==> src/hdl/abd_pkg.sv <==
// ---------------------------------------------------------------------------
// abd_pkg
// Types and constants for the Adler-32 / FNV-1a 64 block digest.
// ---------------------------------------------------------------------------
package abd_pkg;

    localparam int unsigned SUM_W  = 16;
    localparam int unsigned HASH_W = 64;

    localparam logic [SUM_W-1:0]  ADLER_MOD      = 16'd65521;
    localparam logic [SUM_W-1:0]  LOW_SUM_INIT   = 16'd1;
    localparam logic [SUM_W-1:0]  HIGH_SUM_INIT  = 16'd0;
    localparam logic [HASH_W-1:0] FNV_BASIS      = 64'hCBF2_9CE4_8422_2325;

    typedef struct packed {
        logic [SUM_W-1:0]  low_sum;
        logic [SUM_W-1:0]  high_sum;
        logic [HASH_W-1:0] fnv_state;
    } abd_state_t;

    localparam abd_state_t STATE_INIT = '{
        low_sum:   LOW_SUM_INIT,
        high_sum:  HIGH_SUM_INIT,
        fnv_state: FNV_BASIS
    };

endpackage

==> src/hdl/abd_update.sv <==
// ---------------------------------------------------------------------------
// abd_update
// Advances both Adler-32 sums and the FNV-1a 64 hash by one byte.
// ---------------------------------------------------------------------------
module abd_update
(
    input  abd_pkg::abd_state_t state_cur,
    input  logic [7:0]          data_byte,
    output abd_pkg::abd_state_t state_upd
);
    import abd_pkg::*;

    logic [SUM_W:0]    low_raw;
    logic [SUM_W:0]    high_raw;
    logic [SUM_W-1:0]  low_new;
    logic [SUM_W-1:0]  high_new;
    logic [HASH_W-1:0] fnv_mix;

    assign low_raw = {1'b0, state_cur.low_sum} + {9'd0, data_byte};
    assign low_new = (low_raw >= {1'b0, ADLER_MOD})
                   ? SUM_W'(low_raw - {1'b0, ADLER_MOD}) : low_raw[SUM_W-1:0];

    assign high_raw = {1'b0, state_cur.high_sum} + {1'b0, low_new};
    assign high_new = (high_raw >= {1'b0, ADLER_MOD})
                    ? SUM_W'(high_raw - {1'b0, ADLER_MOD}) : high_raw[SUM_W-1:0];

    assign fnv_mix = state_cur.fnv_state ^ {56'd0, data_byte};

    // multiply by the FNV prime 2^40 + 0x1B3
    always_comb
    begin
        state_upd.low_sum   = low_new;
        state_upd.high_sum  = high_new;
        state_upd.fnv_state = (fnv_mix << 40) + (fnv_mix << 8) + (fnv_mix << 7)
                            + (fnv_mix << 5) + (fnv_mix << 4) + (fnv_mix << 1) + fnv_mix;
    end

endmodule

==> src/hdl/block_adler_fnv_digest_top.sv <==
// ---------------------------------------------------------------------------
// block_adler_fnv_digest_top
// Byte-stream block digest: Adler-32 checksum and FNV-1a 64 hash per block.
// ---------------------------------------------------------------------------
// Channel  Signals                               Request
// in       in_valid/in_ready                     data_byte, block_end
// out      out_valid/out_ready                   weak_checksum, strong_hash
//
// One byte per cycle sustained while the result register is free; a byte
// is held in the input register and folded into the digest state as it leaves.
// A marked byte's digests go from the input register into the result register.
// Reset returns the sums to 1 and 0 and the hash to the offset basis.
// A marked byte waits in the input register while the result register is full.
// ---------------------------------------------------------------------------
module block_adler_fnv_digest_top
(
    input  logic        clk,
    input  logic        rst_n,
    input  logic        in_valid,
    output logic        in_ready,
    input  logic [7:0]  data_byte,
    input  logic        block_end,
    output logic        out_valid,
    input  logic        out_ready,
    output logic [31:0] weak_checksum,
    output logic [63:0] strong_hash
);
    import abd_pkg::*;

    logic       in_valid_reg;
    logic       in_valid_next;
    logic [7:0] byte_reg;
    logic       end_reg;

    abd_state_t state_reg;
    abd_state_t state_next;
    abd_state_t state_upd;

    logic        out_valid_reg;
    logic        out_valid_next;
    logic [31:0] weak_reg;
    logic [63:0] strong_reg;

    logic out_free;
    logic step_fire;
    logic load_result;

    abd_update u_update
    (
        .state_cur (state_reg),
        .data_byte (byte_reg),
        .state_upd (state_upd)
    );

    assign out_free    = !out_valid_reg || out_ready;
    assign step_fire   = in_valid_reg && (!end_reg || out_free);
    assign load_result = step_fire && end_reg;
    assign in_ready    = !in_valid_reg || step_fire;

    always_comb
    begin
        in_valid_next = in_valid_reg;
        if (in_ready)
        begin
            in_valid_next = in_valid;
        end

        state_next = state_reg;
        if (step_fire)
        begin
            state_next = end_reg ? STATE_INIT : state_upd;
        end

        out_valid_next = out_valid_reg;
        if (load_result)
        begin
            out_valid_next = 1'b1;
        end
        else if (out_ready)
        begin
            out_valid_next = 1'b0;
        end
    end

    always_ff @(posedge clk or negedge rst_n)
    begin
        if (!rst_n)
        begin
            in_valid_reg  <= 1'b0;
            out_valid_reg <= 1'b0;
            state_reg     <= STATE_INIT;
        end
        else
        begin
            in_valid_reg  <= in_valid_next;
            out_valid_reg <= out_valid_next;
            state_reg     <= state_next;
        end
    end

    always_ff @(posedge clk)
    begin
        if (in_ready && in_valid)
        begin
            byte_reg <= data_byte;
            end_reg  <= block_end;
        end
        if (load_result)
        begin
            weak_reg   <= {state_upd.high_sum, state_upd.low_sum};
            strong_reg <= state_upd.fnv_state;
        end
    end

    assign out_valid     = out_valid_reg;
    assign weak_checksum = weak_reg;
    assign strong_hash   = strong_reg;

endmodule

==> config.mk <==
export PLATFORM = sky130hd
export DESIGN_NAME = block_adler_fnv_digest_top
export DESIGN_NICKNAME = d
export VERILOG_FILES = /design/src/hdl/abd_pkg.sv /design/src/hdl/abd_update.sv /design/src/hdl/block_adler_fnv_digest_top.sv
export SDC_FILE = /design/constraint.sdc
export NUM_CORES = 1
export LEC_CHECK = 0
export BUFFER_PORTS_ARGS = -buffer_cell sky130_fd_sc_hd__buf_2
export CAP_MARGIN = 20
export CORE_ASPECT_RATIO = 1.75
export CORE_MARGIN = 2
export CORE_UTILIZATION = 64
export DETAILED_ROUTE_END_ITERATION = 7
export MAX_ROUTING_LAYER = met4
export PLACE_DENSITY = 0.83
export SYNTH_ARGS = -nofsm -noshare
export SYNTH_HDL_FRONTEND = slang
export SYNTH_HIERARCHICAL = 1
export SYNTH_SLANG_ARGS = --single-unit
export TNS_END_PERCENT = 1
==> constraint.sdc <==
create_clock -name clk -period 7.6 [get_ports clk]
set_clock_uncertainty 0.05 [all_clocks]
set_input_delay 1.14 -clock clk [delete_from_list [all_inputs] [get_ports clk]]
set_output_delay 1.14 -clock clk [all_outputs]
set_load 0.05 [all_outputs]
# [Word level (Yosys, flattened, before mapping)]
# Index checks and enable logic that the tools add are counted.
[op_classes] n_addsub=10 magnitude_cmp=2 n_mux=5 bitwise_logic=1 n_reduce_logical=10
[ops] operator="adder 64 bit" n=6
[ops] operator="two-way mux 96 bit" n=1
[ops] operator="XOR 64 x 8 -> 64 bit" n=1
[ops] operator=">= comparator 17 x 16 -> 1 bit (second input constant)" n=2
[ops] operator="two-way mux 16 bit" n=2
[ops] operator="subtractor 16 bit (second input constant)" n=2
[ops] operator="adder 16 x 16 -> 17 bit" n=1
[ops] operator="adder 16 x 8 -> 17 bit" n=1
[ops] operator="logical AND 1 bit" n=3
[ops] operator="logical NOT 1 bit" n=3
[ops] operator="logical OR 1 bit" n=3
[ops] operator="two-way mux 1 bit" n=2
[ops] operator="nonzero test 2 bit" n=1
[word_totals] regBits=203 out_inout_bits=98 elab_cells=37

# [Depth between registers and ports, before layout]
# Gate-level depths: netlist (run 1).
[depth] ltp_word=8 mapped_depth=26 mapped_depth_nobuf=25

# [Hierarchy]
# The synthesis (run 1) kept the hierarchy.
[modules_own_cells] mod="abd_update" n_inst=1 cells_each=1169 area_each_um2=11452.2 seq_area_each_um2=0.0
[modules_own_cells] mod="block_adler_fnv_digest_top" n_inst=1 cells_each=658 area_each_um2=8782.2 seq_area_each_um2=5641.7

# [Least setup slack after synthesis (run 1)]
# OpenSTA, ideal clock, no wires.
[synth_path] path_kind="register to register" start="register byte_reg[0]" end="register state_reg[77] (netlist bit)" arrival_time_ns=5.998 required_ns=7.481 slack_ns=1.484 stages_incl_launch_ff=26 path_cell_list="edfxtp_1 > ha_1 > fa_1 > a21o_1 > and2_1 > or4_1 > a32o_1 > nor4_2 > and4bb_1 > a21oi_2 > xnor2_1 > ha_1 > inv_1 > fa_1 > nand3b_1 > a211o_1 > and3_4 > a211oi_4 > o2111ai_2 > nor4_4 > a41oi_4 > or2_4 > nor4_2 > xnor2_1 > nand3b_1 > nand3_1"
[synth_lines] item="start: declaration" line="block_adler_fnv_digest_top.sv:32" text="logic [7:0] byte_reg;"
[synth_lines] item="start signal: assignment" line="block_adler_fnv_digest_top.sv:105" text="byte_reg <= data_byte;"
[synth_lines] item="end signal: assignment" line="block_adler_fnv_digest_top.sv:97" text="state_reg <= state_next;"
[synth_lines] item="end: declaration" line="block_adler_fnv_digest_top.sv:35" text="abd_state_t state_reg;"

==> results of run 1 <==
-- through the flow --
stage / util / cell area (µm²) / std cells
final: 0.695 / 21700 / 2310
after global routing: 0.695 / 21700 / 2310
after CTS: 0.694 / 21700 / 2309
after detailed placement: 0.671 / 21000 / 2269
after global placement: 0.671 / 21000 / 2269
after floorplan: - / 20200 / 1827
-- critical path: stages (launching register included) --
cell and delay, ps:
edfxtp_1 420, ha_1 270, fa_1 420, a21o_1 220, and2_1 220, or4_1 470, a32o_1 300, nor4_2 210
and4bb_1 290, a21oi_2 130, xnor2_1 440, ha_1 290, inv_1 70, fa_1 420, nand3b_1 250, a211o_1 360
a21oi_1 340, o21a_1 190, o2111ai_2 190, nor4_4 320, a41oi_4 200, or2_4 300, nor4_2 200, xnor2_1 180
nand3b_1 110, nand3_1 120
-- layout make-up --
class                      count  share of cell area
sequential                   203               0.260
clock buffer                  31              0.0283
clock inverter                 9             0.00478
timing repair buffer         137              0.0353
inverter                      95              0.0164
tap                          396              0.0228
multi-input combinational   1439               0.633
-- placed cells by master (no fill, tap or decap), types with 5 or more instances in the layout --
cell,netlist,routed
a21o_1,42,42
a21oi_1,94,94
and2_1,5,5
and3_1,16,16
and4bb_1,16,16
buf_2,29,109
buf_4,6,27
clkbuf_1,43,7
clkbuf_16,0,23
dfrtp_1,69,67
dfstp_2,29,29
edfxtp_1,105,105
fa_1,253,253
ha_1,136,136
inv_1,95,95
mux2i_1,5,5
nand2_1,64,64
nand2b_1,80,80
nand3_1,97,97
nand3b_1,69,69
nand4_1,19,19
nand4b_1,67,67
nor2_1,93,92
nor2b_1,13,13
nor3_1,28,28
nor3_2,16,16
nor3b_1,32,32
nor4_1,5,5
nor4bb_1,14,14
o211ai_1,6,6
o21a_1,12,12
o21ai_0,38,38
o21ai_1,5,5
o21bai_1,14,14
o22ai_1,5,5
or3_1,5,5
xnor2_1,71,71
xor2_1,44,44
-- final timing paths --
kind	start	to	slack [ps]	depth (start not counted)
worst max-delay path	byte_reg[0]	state_reg[77]	550	25
worst min-delay path	state_reg[63]	state_reg[63]	460	2
worst max register to register	byte_reg[0]	state_reg[77]	550	25
worst min register to register	state_reg[63]	state_reg[63]	460	2
max in group asynchronous	rst_n	state_reg[48]	5640	2
min in group asynchronous	rst_n	state_reg[20]	530	1
-- logic make-up after synthesis --
group | count (synthesis)
fa+ha+maj | 389
simple gates | 652
flops | 203
mux | 6
xor+xnor | 115
buf+inv | 185
compound gates | 277
-- routing by layer --
layer  vias to the layer above  global-route usage
li1                       6628                   -
met5                         -                   -
met4                         0               0.288
met1                      7571               0.324
met2                       620               0.632
met3                       314              0.0470
==> summary.md, run 1 <==
| Metric | Value |
|---|---|
| Outcome | `finished clean` |
| Die W | `138 µm` |
| RSZ-0062 raised after global routing | `no` |
| Gr ovfl total | `0` |
| Least-Margin Pin Slew | `1030 ps` |
| Register Area | `5650 µm²` |
| Syn Nets | `2,229` |
| Top post-synthesis cells by area | `fa_1, edfxtp_1, dfrtp_1, ha_1, dfstp_2` |
| Fin nets | `2,300` |
| Worst setup EP type | `register` |
| Routed WL per cell | `23.9 µm` |
| Clk buf depth | `3` |
| Ports | `111` |
| Drt drc | `0` |
| Total GRT Usage | `0.349` |
| Largest net degree at the start of global routing | `111` |
| Setup TNS | `0 ps` |
| Yosys cell types | `82` |
| First-pass GRT wire length | `87,400 µm` |
| Die Ht | `239 µm` |
| Synth top area share | `0.250` |
| Cts repair resizes | `0` |
| Number of global-route vias before repair | `16,589` |
| Final Setup Violations | `0` |
| Syn Std Cell Area | `20,200 µm²` |
| List of most frequent post-synthesis cells | `fa_1, ha_1, edfxtp_1` |
| Final GP Congestion | `0.975` |
| Primary FF master, synth | `edfxtp_1` |
| Async set or reset register ratio after synthesis | `0.483` |
| I/O Buffers | `110` |
| Cell with the most instances after synthesis | `fa_1` |
| Number of max-cap violations | `0` |
| Worst path arrival time | `7460 ps` |
| CTS clk-pin slew, worst paths | `60 ps` |
| Largest family of logic cells by synthesized area | `adder cells` |
| Max Used Layer | `met4` |
| Core area | `31,300 µm²` |
| Initial core utilization | `0.646` |
| Initial antenna violation count | `0` |
| Place WS | `663 ps` |
| Area share of fa/ha/maj cells after synthesis | `0.334` |
| Post-Synthesis Cells | `1,827` |
| CTS tree | `done` |
| Max Slew Vio Count | `0` |
| WS Path Type | `reg -> reg` |
| Hold Vio Cnt, Final | `0` |
| Area of the multi-input gates | `13,800 µm²` |
| CTS sink cnt | `203` |
| Tightest Hold Check Type | `reg -> reg` |
| Total number of H-tree levels | `1` |
| Largest register FFs | `96` |
| Max Clock Freq | `142 MHz` |
| FILL cells | `2,323` |
| Synth Area in Compound Gates | `0.0905` |
| Critical Path Start Type | `register` |
| Met2 wire length | `29,900 µm` |
| Met3 Routed Length | `2430 µm` |
| Area leader, netlist | `fa_1` |
| Crit Path Max Fanout | `7` |
| Mean Syn Cell Area | `11.1 µm²` |
| Final WS setup | `550 ps` |
| Area Growth Syn to Fin | `7.48%` |
| Site Rows | `86` |
| First-pass DRT Iterations | `6` |
| Worst skew pair latency | `540 ps` |
| Post-synthesis xor/xnor area fraction | `0.0498` |
| Detailed Place HPWL | `41,900 µm` |
| Antenna Violating Nets Remaining | `0` |
| Minimum clock period after layout | `7050 ps` |
| Synth Area in Simple Gates | `0.202` |
| Post-synth EDFFs | `105` |
| # diodes | `0` |
| CTS Root Cell | `clkbuf_16` |
| Setup Fix Bufs, Post-CTS | `0` |
| Worst hold slack | `465 ps` |
| Share of post-route cells with drive strength above 1 | `0.122` |
| YS warnings | `6` |
| Vias post-DR | `15,133` |
| Clock buffer count from CTS | `22` |
| Final wirelength | `55,200 µm` |
| Mux cell area share after synthesis | `0.00303` |
| Worst EP required | `8010 ps` |
| Die area | `33,100 µm²` |
| Slew margin rel. | `0.312` |
| Post-CTS Hold Buffers | `0` |
| Fin crit share | `0.928` |
| Seq/Total Area, Yosys | `0.279` |
| Wl on met1 | `17,500 µm` |
| Vias per cell | `6.55` |
| Initial detailed-routing violation count | `827` |
| Seq cells post-synth | `203` |
Power of run 1 is left out: the tool's default activity adds up to more than one toggle a clock period on the data nets, which glitch-free logic cannot reach.
==> inputs of run 2 (changes only) <==
GPL_TIMING_DRIVEN = 0   (was default)
==> summary.md, run 2 (synthesis results as in run 1) <==
| Metric | Value |
|---|---|
| Final Setup Violations | `0 (unchanged)` |
| Worst path top cell family by delay | `compound AO/OA/AOI/OAI gates (was simple AND/OR/NAND/NOR gates)` |
| M2 GR Usage | `0.612 (was 0.632)` |
| Slowest CP cell | `o41ai_1 (was or4_1)` |
| Failing checks | `design-rule violations` |
| Final wirelength | `55,900 µm (was 55,200 µm)` |
| Buf/Inv on CP | `3 (was 1)` |
| Routed WL per cell | `23.6 µm (was 23.9 µm)` |
| Ports | `111 (unchanged)` |
| WS Path Type | `reg -> reg (unchanged)` |
| Worst r2r dst | `state_reg[62] (was state_reg[77])` |
| Hold Vio Cnt, Final | `0 (unchanged)` |
| Max Slew Vio Count | `0 (unchanged)` |
| Critical Path Start Type | `register (unchanged)` |
| Detailed Place HPWL | `44,300 µm (was 41,900 µm)` |
| Number of max-cap violations | `0 (unchanged)` |
| Tightest Hold Check Type | `reg -> reg (unchanged)` |
| Die area | `33,100 µm² (unchanged)` |
| Minimum clock period after layout | `7510 ps (was 7050 ps)` |
| Fin crit share | `0.988 (was 0.928)` |
| Outcome | `finished with violations (was finished clean)` |
| Clk buf depth | `3 (unchanged)` |
| Cells on Worst Hold Path | `2 (unchanged)` |
| Cell count of the worst reg-to-reg path | `20 (was 25)` |
| Final Core Density | `0.705 (was 0.695)` |
| Area Growth Syn to Fin | `9.10% (was 7.48%)` |
| Slew margin rel. | `0.257 (was 0.312)` |
| Crit. Startpoint | `state_reg[2] (was byte_reg[0])` |
| GRT busiest layer | `met2 (unchanged)` |
| Max incr delay on CP | `1010 ps (was 470 ps)` |
| Drt drc | `1 (was 0)` |
| Worst Min Path Start | `state_reg[80] (was state_reg[63])` |
| Final GP Congestion | `1.02 (was 0.975)` |
| Worst setup EP type | `register (unchanged)` |
| CTS Root Cell | `clkbuf_16 (unchanged)` |
| CTS tree | `done (unchanged)` |
| Gr ovfl total | `0 (unchanged)` |
| Most common cell after layout, fill and taps aside | `fa_1 (unchanged)` |
| Max Clock Freq | `133 MHz (was 142 MHz)` |
| Die Ht | `239 µm (unchanged)` |
| Share of post-route cells with drive strength above 1 | `0.133 (was 0.122)` |
| Die W | `138 µm (unchanged)` |
| Total number of H-tree levels | `1 (unchanged)` |
| Crit Path Max Fanout | `5 (was 7)` |
| Worst path arrival time | `7900 ps (was 7460 ps)` |
| Worst hold slack | `467 ps (was 465 ps)` |
| Vias per cell | `6.49 (was 6.55)` |
| M1 GR Usage | `0.356 (was 0.324)` |
| First-pass GRT wire length | `88,500 µm (was 87,400 µm)` |
| Core area | `31,300 µm² (unchanged)` |
| Clock buffer count from CTS | `21 (was 22)` |
| CP cell instances | `xor2_2 > inv_1 > fa_1 > fa_1 > fa_1 > inv_1 > ha_1 > ha_1 > nand4_1 > and3_1 > clkbuf_1 > o22ai_1 > a21oi_1 > o31a_1 > o41ai_1 > a2111oi_0 > nor3_1 > xor2_1 > nor3b_1 > nor3_1` |
| Largest register FFs | `96 (unchanged)` |
| Largest net degree at the start of global routing | `58 (was 111)` |
| Worst r2r src | `state_reg[2] (was byte_reg[0])` |
| Worst skew pair latency | `530 ps (was 540 ps)` |
| CTS clk-pin slew, worst paths | `70 ps (was 60 ps)` |
| I/O Buffers | `109 (was 110)` |
| Cell Count, Final, Fillers Out | `2,374 (was 2,310)` |
| Fin nets | `2,366 (was 2,300)` |
| Most frequent cells in the layout | `fa_1, buf_2, ha_1, edfxtp_1, nand3_1 (was fa_1, ha_1, buf_2, edfxtp_1, nand3_1)` |
| Total GRT Usage | `0.354 (was 0.349)` |
| Worst EP required | `7990 ps (was 8010 ps)` |
| Worst Hold End | `state_reg[80] (was state_reg[63])` |
| CTS sink cnt | `203 (unchanged)` |
| RSZ-0062 raised after global routing | `yes (was no)` |
| Met3 GRT Util | `0.0408 (was 0.0470)` |
| Site Rows | `86 (unchanged)` |
| Initial core utilization | `0.646 (unchanged)` |
| Vias post-DR | `15,405 (was 15,133)` |
| Number of global-route vias before repair | `16,515 (was 16,589)` |
| Initial antenna violation count | `0 (unchanged)` |
| Most used cell, CP | `fa_1` |
| Placed Instances | `2,337 (was 2,269)` |
| Setup slack, reg-to-reg | `90 ps (was 550 ps)` |
| First-pass DRT Iterations | `8 (was 6)` |
| Antenna Violating Nets Remaining | `0 (unchanged)` |
| # diodes | `0 (unchanged)` |
| Least-Margin Pin Slew | `1100 ps (was 1030 ps)` |
| Initial detailed-routing violation count | `1,022 (was 827)` |
-- run 2: changes by cell type in the layout (fill, tap and decap cells not counted), moves of 2 or more --
| cell | previous run | this run |
|---|---|---|
| buf_4 | 27 | 7 |
| bufinv_16 | 2 | 0 |
| buf_2 | 109 | 138 |
| xnor2_1 | 71 | 66 |
| xnor2_2 | 0 | 5 |
| xor2_1 | 44 | 41 |
| clkbuf_1 | 7 | 49 |
| xor2_2 | 0 | 3 |
| dfrtp_1 | 67 | 69 |
| buf_6 | 0 | 11 |
-- run 2: worst max-delay path by stage --
stage	end	slack (ps)	cells past startpoint
2_1_floorplan	state_reg[77]	1480	25
6_report	state_reg[62]	90	20
3_5_place_dp	state_reg[56]	-70	20
4_1_cts	state_reg[57]	130	21
5_1_grt	state_reg[70]	-40	25
3_3_place_gp	state_reg[55]	-480	19
-- run 2: layer usage --
metal / share of wire / vias up
li1: - / 6776
met1: 0.33 / 7708
met2: 0.52 / 635
met3: 0.048 / 286
met4: 0.11 / 0
met5: 0 / -
-- run 2: layout make-up --
type	instances	area [µm²]
Buffer	90	484
Clock buffer	29	587
Clock inverter	8	47.5
Fill cell	2244	9240
Inverter	95	357
Multi-Input combinational cell	1439	13800
Sequential cell	203	5640
Tap cell	396	495
Timing Repair Buffer	114	632
-- run 2: worst register-to-register path, stage by stage (launching register included) --
cell and delay (ps):
dfstp_2 570, xor2_2 510, inv_1 310, fa_1 580
fa_1 510, fa_1 500, inv_1 40, ha_1 260
ha_1 370, nand4_1 140, and3_1 170, clkbuf_1 180
o22ai_1 210, a21oi_1 200, o31a_1 430, o41ai_1 1010
a2111oi_0 380, nor3_1 450, xor2_1 310, nor3b_1 90
nor3_1 150
-- run 2: timing repair --
action / in CTS / in global routing
gates resized for setup: 2 / 7
setup buffers: 0 / 0
endpoints found under the setup margin: 5 / 21
hold buffers: 0 / 0
cloned: 0 / 0
-- run 2: stage by stage --
stage	setup slack, ps	TNS [ps]	area [µm²]
2_1_floorplan	1480	0	20200
3_3_place_gp	-480	-19470	21300
3_5_place_dp	-68.5	-176	21400
4_1_cts	131	0	22000
5_1_grt	-36.6	-36.6	22100
6_report	93.7	0	22100
Power of run 2 is left out for the same reason.
==> inputs of run 3 (changes only) <==
CORE_UTILIZATION = 57   (was 64)
PLACE_DENSITY = 0.81   (was 0.83)
clock period = 6.85 ns   (was 7.6 ns; I/O delays follow)
==> summary.md, run 3 (synthesis results as in run 1) <==
| Metric | Value |
|---|---|
| Routed WL per cell | `23.8 µm (was 23.6 µm)` |
| First-pass GRT wire length | `91,200 µm (was 88,500 µm)` |
| CTS clk-pin slew, worst paths | `70 ps (about the same)` |
| Vias per cell | `6.35 (was 6.49)` |
| I/O Buffers | `109 (unchanged)` |
| Initial antenna violation count | `0 (unchanged)` |
| Final Core Density | `0.652 (was 0.705)` |
| Largest net degree at the start of global routing | `69 (was 58)` |
| Number of global-route vias before repair | `16,633 (was 16,515)` |
| CTS Root Cell | `clkbuf_16 (unchanged)` |
| Site Rows | `91 (was 86)` |
| Total GRT Usage | `0.328 (was 0.354)` |
| Worst path arrival time | `7490 ps (was 7900 ps)` |
| Critical Path Start Type | `register (unchanged)` |
| Gr ovfl total | `0 (unchanged)` |
| Total number of H-tree levels | `1 (unchanged)` |
| Area Growth Syn to Fin | `13.0% (was 9.10%)` |
| Fin crit share | `1.03 (was 0.988)` |
| Tightest Hold Check Type | `in -> async (was reg -> reg)` |
| Most frequent cells in the layout | `fa_1, buf_2, ha_1, edfxtp_1, nand3_1 (unchanged)` |
| Drt drc | `0 (was 1)` |
| # diodes | `0 (unchanged)` |
| Number of max-cap violations | `0 (unchanged)` |
| Initial detailed-routing violation count | `980 (was 1,022)` |
| Die Ht | `253 µm (was 239 µm)` |
| Worst setup EP type | `register (unchanged)` |
| CTS sink cnt | `203 (unchanged)` |
| Detailed Place HPWL | `45,300 µm (was 44,300 µm)` |
| Core area | `35,100 µm² (was 31,300 µm²)` |
| Crit Path Max Fanout | `7 (was 5)` |
| Fin nets | `2,388 (was 2,366)` |
| First-pass DRT Iterations | `7 (was 8)` |
| Final wirelength | `58,800 µm (was 55,900 µm)` |
| Placed Instances | `2,407 (was 2,337)` |
| Most common cell after layout, fill and taps aside | `fa_1 (unchanged)` |
| Initial core utilization | `0.577 (was 0.646)` |
| Worst skew pair latency | `560 ps (was 530 ps)` |
| FILL cells | `2,738 (was 2,244)` |
| Ports | `111 (unchanged)` |
| Vias post-DR | `15,661 (was 15,405)` |
| Share of post-route cells with drive strength above 1 | `0.168 (was 0.133)` |
| WS Path Type | `reg -> reg (unchanged)` |
| Largest register FFs | `96 (unchanged)` |
| Max Clock Freq | `141 MHz (was 133 MHz)` |
| CTS tree | `done (unchanged)` |
| RSZ-0062 raised after global routing | `yes (unchanged)` |
| Antenna Violating Nets Remaining | `0 (unchanged)` |
| Post-CTS Hold Buffers | `0 (unchanged)` |
| Worst EP required | `7270 ps (was 7990 ps)` |
| Outcome | `finished with violations (unchanged)` |
| Least-Margin Pin Slew | `831 ps (was 1100 ps)` |
| Final GP Congestion | `0.950 (was 1.02)` |
| Cell Count, Final, Fillers Out | `2,467 (was 2,374)` |
| Max Slew Vio Count | `0 (unchanged)` |
| Clock buffer count from CTS | `22 (was 21)` |
| Setup slack, reg-to-reg | `-220 ps (was 90 ps)` |
| Die W | `146 µm (was 138 µm)` |
| Final Setup Violations | `18 (was 0)` |
| Clk buf depth | `3 (unchanged)` |
| Minimum clock period after layout | `7070 ps (was 7510 ps)` |
| Slew margin rel. | `0.445 (was 0.257)` |
| Final WS setup | `-220 ps (was 93.7 ps)` |
| Die area | `37,100 µm² (was 33,100 µm²)` |
| Failing checks | `negative setup slack (was design-rule violations)` |
| Hold Vio Cnt, Final | `0 (unchanged)` |
run 3: cell count changes in the layout (fill, tap and decap cells not counted), sizes merged:
cell | before | now
buf | 160 | 181
inv | 95 | 98
clkbuf | 73 | 74
clkinvlp | 1 | 0
run 3: worst paths after layout:
path / from / end / cells past startpoint
max reg2reg: byte_reg[0] / state_reg[70] / 27
min: rst_n / state_reg[41] / 1
min in group clk: state_reg[63] / state_reg[63] / 2
min reg2reg: state_reg[63] / state_reg[63] / 2
max: byte_reg[0] / state_reg[70] / 27
max in group asynchronous: rst_n / state_reg[52] / 2
run 3: timing repair:
item | in CTS | in global routing
pin swaps | 9 | 20
resized for setup | 39 | 43
buffers inserted | 9 | 11
endpoints found under the setup margin | 76 | 55
run 3: cell type report:
| cell class | instances | area [µm²] | share of cell area |
|---|---|---|---|
| Tap cell | 465 | 582 | 0.0255 |
| Buffer | 90 | 493 | 0.0216 |
| Clock inverter | 10 | 78.8 | 0.00345 |
| Sequential cell | 203 | 5640 | 0.247 |
| Clock buffer | 30 | 668 | 0.0292 |
| Timing Repair Buffer | 135 | 833 | 0.0365 |
| Multi-Input combinational cell | 1439 | 14200 | 0.621 |
| Inverter | 95 | 357 | 0.0156 |
run 3: stage by stage:
step / area (µm²) / worst slack (ps) / hold WS [ps] / setup TNS, ps
floorplan: 20200 / 734 / 432 / 0
global placement: 21400 / -1440 / 448 / -138320
detailed placement: 21500 / -973 / 460 / -30190
CTS: 22600 / -91.7 / 392 / -413
global route: 22900 / -287 / 430 / -3950
finish: 22900 / -220 / 392 / -1650
run 3: critical path, stage by stage, from the launching register on:
cell and delay (ps):
edfxtp_1 490, ha_2 240, fa_2 350, a21o_1 230, and2_4 190, or4_4 480
a32o_2 310, nor4_4 300, and4bb_2 320, a21oi_4 110, or2_4 300, nor2_4 100
xnor2_2 210, ha_1 320, buf_4 170, a21o_1 180, a21oi_1 260, o211a_1 280
o21ai_0 200, o41ai_2 430, xnor2_2 210, a41oi_4 230, buf_12 200, a31o_4 230
nor3_4 140, xor2_2 250, nand3b_1 100, nand3_1 80
run 3: per-layer routing:
| layer | share of wire | track usage |
|---|---|---|
| met1 | 0.34 | 0.328 |
| met2 | 0.52 | 0.578 |
| met3 | 0.046 | 0.0346 |
| met4 | 0.099 | 0.264 |
| met5 | 0 | - |
Power of run 3 is left out for the same reason.
